--- config.mk ---
export PLATFORM = sky130hd
export DESIGN_NAME = spp_div_pipe
export DESIGN_NICKNAME = d
export VERILOG_FILES = /design/src/hdl/spp_pkg.sv /design/src/hdl/spp_div_pipe.sv
export SDC_FILE = /design/constraint.sdc
export NUM_CORES = 2
export LEC_CHECK = 0
export BUFFER_PORTS_ARGS = -buffer_cell sky130_fd_sc_hd__buf_2
export CELL_PAD_IN_SITES_DETAIL_PLACEMENT = 1
export CELL_PAD_IN_SITES_GLOBAL_PLACEMENT = 1
export CORE_ASPECT_RATIO = 0.6
export CORE_MARGIN = 4
export CORE_UTILIZATION = 47
export DETAILED_ROUTE_END_ITERATION = 8
export PLACE_DENSITY_LB_ADDON = 0.1
export SYNTH_ARGS = -nofsm -noshare
export SYNTH_HDL_FRONTEND = slang
export SYNTH_SLANG_ARGS = --single-unit
--- constraint.sdc ---
create_clock -name clk -period 2.95 [get_ports clk]
set_input_delay 0.4425 -clock clk [delete_from_list [all_inputs] [get_ports clk]]
set_output_delay 0.4425 -clock clk [all_outputs]
set_load 0.05 [all_outputs]
--- src/hdl/spp_pkg.sv ---
package spp_pkg;

    // Field and register widths
    localparam int COORD_BITS_DEF = 24;
    localparam int SCALE_BITS     = 24;
    localparam int FADE_BITS      = 24;
    localparam int SCREEN_BITS    = 10;
    localparam int WORD_BITS      = 32;
    localparam int CFG_ADDR_BITS  = 3;

    // Depth in Q.8 is below 2^17 inside the drawn range
    localparam int DEPTH_BITS = 17;
    // Quotient bits kept by the divider; anything larger is off screen
    localparam int QBITS      = 11;

    localparam int DEPTH_NEAR = 2048;
    localparam int DEPTH_FAR  = 76800;
    localparam int SHADE_MAX  = 255;
    localparam int FADE_SHIFT = 24;
    localparam int PROD_SHIFT = 8;
    localparam int RECT_X_POS = 14;
    localparam int RECT_Y_POS = 2;

    localparam logic [WORD_BITS-1:0] CMD_SETUP = 32'h0600_0000;
    localparam logic [WORD_BITS-1:0] CMD_COLOR = 32'hFA00_0000;
    localparam logic [WORD_BITS-1:0] CMD_RECT  = 32'hF600_0000;
    localparam logic [7:0]           ALPHA_OPAQUE = 8'hFF;

    localparam logic [SCREEN_BITS-1:0] SCREEN_W_RST = 10'd320;
    localparam logic [SCREEN_BITS-1:0] SCREEN_H_RST = 10'd240;

    typedef enum logic [CFG_ADDR_BITS-1:0] {
        REG_PROJ_SCALE = 3'd0,
        REG_FADE_SCALE = 3'd1,
        REG_SCREEN_W   = 3'd2,
        REG_SCREEN_H   = 3'd3,
        REG_SETUP_ADDR = 3'd4
    } reg_addr_t;

    typedef enum logic [1:0] {
        KIND_DROP  = 2'd0,
        KIND_SETUP = 2'd1,
        KIND_STAR  = 2'd2
    } item_kind_t;

    // Per-item control that rides alongside the arithmetic
    typedef struct packed {
        item_kind_t kind;
        logic       x_neg;
        logic       y_neg;
        logic       x_ovf;
        logic       y_ovf;
        logic [7:0] shade;
    } side_t;

endpackage

--- src/hdl/spp_div_pipe.sv ---
// Two-lane restoring divider, one quotient bit per stage.
// Each lane enters with a partial remainder below the divisor and the
// low numerator bits still to be brought down.
module spp_div_pipe
(
    input  logic                                   clk,
    input  logic [spp_pkg::QBITS-1:0]              ld,
    input  logic [spp_pkg::DEPTH_BITS-1:0]         z_in,
    input  logic [spp_pkg::DEPTH_BITS-1:0]         rx_in,
    input  logic [spp_pkg::DEPTH_BITS-1:0]         ry_in,
    input  logic [spp_pkg::QBITS-1:0]              lx_in,
    input  logic [spp_pkg::QBITS-1:0]              ly_in,
    output logic [spp_pkg::QBITS-1:0]              qx,
    output logic [spp_pkg::QBITS-1:0]              qy
);

    localparam int DB = spp_pkg::DEPTH_BITS;
    localparam int QB = spp_pkg::QBITS;

    // Bring down one bit, subtract the divisor where it fits
    function automatic logic [DB:0] div_step(input logic [DB-1:0] r,
                                             input logic b,
                                             input logic [DB-1:0] z);
        logic [DB:0] r2;
        logic [DB:0] res;
        r2 = {r, b};
        if (r2 >= {1'b0, z})
        begin
            res = {1'b1, DB'(r2 - {1'b0, z})};
        end
        else
        begin
            res = {1'b0, r2[DB-1:0]};
        end
        return res;
    endfunction

    // The last stage keeps only the quotients
    logic [DB-1:0] z_reg  [QB-1];
    logic [DB-1:0] rx_reg [QB-1];
    logic [DB-1:0] ry_reg [QB-1];
    logic [QB-1:0] lx_reg [QB-1];
    logic [QB-1:0] ly_reg [QB-1];
    logic [QB-1:0] qx_reg [QB];
    logic [QB-1:0] qy_reg [QB];

    for (genvar k = 0; k < QB; k++)
    begin : g_step
        logic [DB-1:0] z_p;
        logic [DB-1:0] rx_p;
        logic [DB-1:0] ry_p;
        logic [QB-1:0] lx_p;
        logic [QB-1:0] ly_p;
        logic [QB-1:0] qx_p;
        logic [QB-1:0] qy_p;
        logic [DB:0]   sx_next;
        logic [DB:0]   sy_next;

        if (k == 0)
        begin : g_first
            assign z_p  = z_in;
            assign rx_p = rx_in;
            assign ry_p = ry_in;
            assign lx_p = lx_in;
            assign ly_p = ly_in;
            assign qx_p = '0;
            assign qy_p = '0;
        end
        else
        begin : g_next
            assign z_p  = z_reg[k-1];
            assign rx_p = rx_reg[k-1];
            assign ry_p = ry_reg[k-1];
            assign lx_p = lx_reg[k-1];
            assign ly_p = ly_reg[k-1];
            assign qx_p = qx_reg[k-1];
            assign qy_p = qy_reg[k-1];
        end

        assign sx_next = div_step(rx_p, lx_p[QB-1], z_p);
        assign sy_next = div_step(ry_p, ly_p[QB-1], z_p);

        // Shift a quotient bit in
        always_ff @(posedge clk)
        begin
            if (ld[k])
            begin
                qx_reg[k] <= {qx_p[QB-2:0], sx_next[DB]};
                qy_reg[k] <= {qy_p[QB-2:0], sy_next[DB]};
            end
        end

        // Carry remainder, divisor and remaining numerator bits on
        if (k < QB - 1)
        begin : g_carry
            always_ff @(posedge clk)
            begin
                if (ld[k])
                begin
                    z_reg[k]  <= z_p;
                    rx_reg[k] <= sx_next[DB-1:0];
                    ry_reg[k] <= sy_next[DB-1:0];
                    lx_reg[k] <= {lx_p[QB-2:0], 1'b0};
                    ly_reg[k] <= {ly_p[QB-2:0], 1'b0};
                end
            end
        end
    end

    assign qx = qx_reg[QB-1];
    assign qy = qy_reg[QB-1];

endmodule

==> flow_summary.ini <==
[worst_setup_path]
startpoint = z_reg[7][0]
required_ns = 3.39
reg2reg_slack_ns = -0.52
reg2regPathDepth = 13
crit_end = ry_reg[8][12]
timing.rr.end = ry_reg[8][12]
crit_type = flip-flop to flip-flop
endpoint_kind = flip-flop
cp-start-kind = flip-flop
max_stage_delay_ns = 0.40
crit_arrival_ns = 3.91
r2r_start = z_reg[7][0]
crit_chain = buf_6 -> ha_4 -> inv_2 -> fa_2 -> a211oi_2 -> nor2_2 -> o31a_1 -> nor2_2 -> o31a_1 -> o31ai_1 -> a41o_2 -> clkbuf_16 -> mux2_4
cp_max_fo = 4
slowest_stage = edfxtp_1

[synth]
syn_inst = 3658
ys_seq_elements = 752
syn_avg_cell_area_um2 = 12.0
synth.distinct_cells = 84
ys_warn_count = 0
ys.flop_type = edfxtp_1
yosysSeqAreaShare = 0.516
syn_area_um2 = 43800
async_reset_ff_frac = 0
synth_edf_count = 752
synth.net_count = 4137

[global_routing]
antenna_found_initial = 9
grt_max_degree = 50
grt_use_total = 0.327
grt_pass1_vias = 35800
grt_first_pass_wirelength_mm = 240
overflow = 0

[clock_network]
cts_buffers = 77
cts_tree = built
clockBufferDepth = 3
path_clk_slew_ns = 0.07
cts_root_buf = clkbuf_16
numClockSinks = 752
clock_latency_ns = 0.69
htreeDepth = 3

[sta]
max_freq_mhz = 288
fin_crit_sh = 1.18
clock_skew_ns = 0.0344
finalCriticalPeriod_ns = 3.47
hold_viol = 0
rsz0062_at_grt = yes
tns_ns = -61.12
setup_viol = 294
worstMarginPinSlew_ns = 0.989
worst_slack_ns = -0.522
maxSlewHeadroom = 0.341
slew_violations = 0

[die]
start_util = 0.476
core_um2 = 92000
die_w_um = 402
die-area_um2 = 98200
placementRows = 86
fp.dieH_um = 244
ioPinCount = 107

[status]
failed_checks = negative setup slack
status = complete, but fails checks

[power_and_ir_drop]
power.total_mw = 65.5
leakagePower_nw = 23.8
peakVddDrop_mv = 0.569
powerDensity_nw_per_um2 = 1140

[cells_and_area]
area_growth_pct = 30.9
drive_gt1_frac = 0.339
nets = 5018

[job]
cap_viol_max_count = 0

[drt]
postRouteAntennaNets = 0
drc_errors = 0
wl_mm = 166
wl_per_cell_um = 28.5
num_vias = 35200
drtIter0Drc = 3886
first_pass_iters = 6
vias_per_cell = 6.04

[placed_design]
gp_congestion = 0.969
portBuffers = 106
hpwlAfterDp_mm = 119

[hold_path]
min_path_type = input port to flip-flop
-- repair_timing --
| item | CTS | global route |
|---|---|---|
| hold buffers | 31 | 0 |
| gates cloned | 23 | 4 |
| setup buffers | 119 | 73 |
| pin swaps | 128 | 138 |
| gates resized for setup | 445 | 252 |
| endpoints found under the setup margin | 324 | 325 |
| endpoints found under the hold margin | 31 | 0 |
-- layout make-up --
| cell class | count | area, um2 |
|---|---|---|
| Antenna cell | 2 | 5.00 |
| Multi-Input combinational cell | 2570 | 22000 |
| Tap cell | 1232 | 1540 |
| Clock buffer | 87 | 1960 |
| Inverter | 274 | 1050 |
| Timing Repair Buffer | 864 | 7520 |
| Fill cell | 9200 | 34700 |
| Clock inverter | 47 | 588 |
| Sequential cell | 752 | 22600 |
-- cell usage in the layout, fill, tap and decap left out, types with 37 or more instances in the layout --
cell	n
edfxtp_1	752
buf_4	597
ha_1	347
inv_1	228
a21oi_1	220
nor2_1	198
o21ai_0	173
nand2_1	157
xnor2_1	145
a21o_1	131
mux2_2	115
mux2_4	112
xor2_1	111
buf_2	96
clkbuf_16	86
buf_6	72
o21a_1	55
nand4_1	51
nand3_1	49
inv_2	40
nor3_1	37
a21oi_2	37
-- power breakdown --
| part | internal (mW) | total, mW | switching [mW] |
|---|---|---|---|
| clock network | 5.58 | 10.2 | 4.62 |
| logic | 17.9 | 36.8 | 18.9 |
| registers | 16.1 | 18.5 | 2.41 |
-- worst min-delay path by stage --
stage                               to  cells after the start          from  slack, ns
after CTS                  z_reg[0][6]                      2       z_in[6]       0.02
after global routing       z_reg[0][6]                      2       z_in[6]       0.02
after detailed placement  lx_reg[3][3]                      0  lx_reg[2][2]       0.41
final                      z_reg[0][4]                      2       z_in[4]       0.06
after floorplan           lx_reg[1][1]                      0  lx_reg[0][0]       0.40
after global placement    ly_reg[1][9]                      0  ly_reg[0][8]       0.40
-- routing by layer --
metal / part of all wire / vias to the layer above / GRT usage / wire length (um)
met5: 0 / - / 0 / 0
met4: 0.013 / 0 / 0.0503 / 2190
met2: 0.39 / 1659 / 0.432 / 64100
li1: - / 15500 / - / -
met3: 0.11 / 161 / 0.0915 / 18600
met1: 0.49 / 17800 / 0.532 / 81100
-- critical path: cells and delay by family, from the launching register on --
family,cells,cell delay (ns)
AO/OA/AOI/OAI,5,1.36
adder cells (fa/ha/maj),2,0.49
buffers and inverters,3,0.41
flip-flops,1,0.40
multiplexers,1,0.29
AND/OR/NAND/NOR,2,0.24
-- per-stage QoR --
step	std cells	utilization	instance area [um2]	hold slack (ns)	setup WS, ns
global placement	5476	0.543	50000	0.401	-0.607
finish	5828	0.623	57300	0.0619	-0.522
detailed placement	5476	0.543	50000	0.405	-0.605
global route	5827	0.623	57300	0.0213	-0.571
CTS	5775	0.609	56000	0.0164	-0.451
floorplan	3658	-	43800	0.400	-0.0666
-- cell families after synthesis --
family,after synthesis,share of synthesized area
flops,752,0.516
compound gates,944,0.138
xor+xnor,258,0.0516
simple gates,730,0.0808
buf+inv,336,0.0309
mux,244,0.0663
fa+ha+maj,394,0.116
-- cell usage after synthesis, types with 17 or more instances --
cell type,instances,area (um2)
mux2_2,174,1960
nand4_1,51,319
nand3_1,55,275
fa_1,20,400
o21ai_0,215,1080
xnor2_1,146,1280
o31ai_1,28,210
a21oi_1,273,1370
o21a_1,55,413
ha_1,374,4680
nand2b_1,37,231
edfxtp_1,752,22600
nand2_1,167,627
a21o_1,131,983
inv_1,274,1030
o21bai_1,25,188
nor3_1,46,230
mux2i_1,17,170
and3_1,24,150
clkbuf_1,36,135
a211oi_1,40,300
mux2_4,46,691
nor2b_1,39,244
a31oi_1,31,194
nor2_1,244,916
xor2_1,112,981
Power figures use the tool's default switching activity.
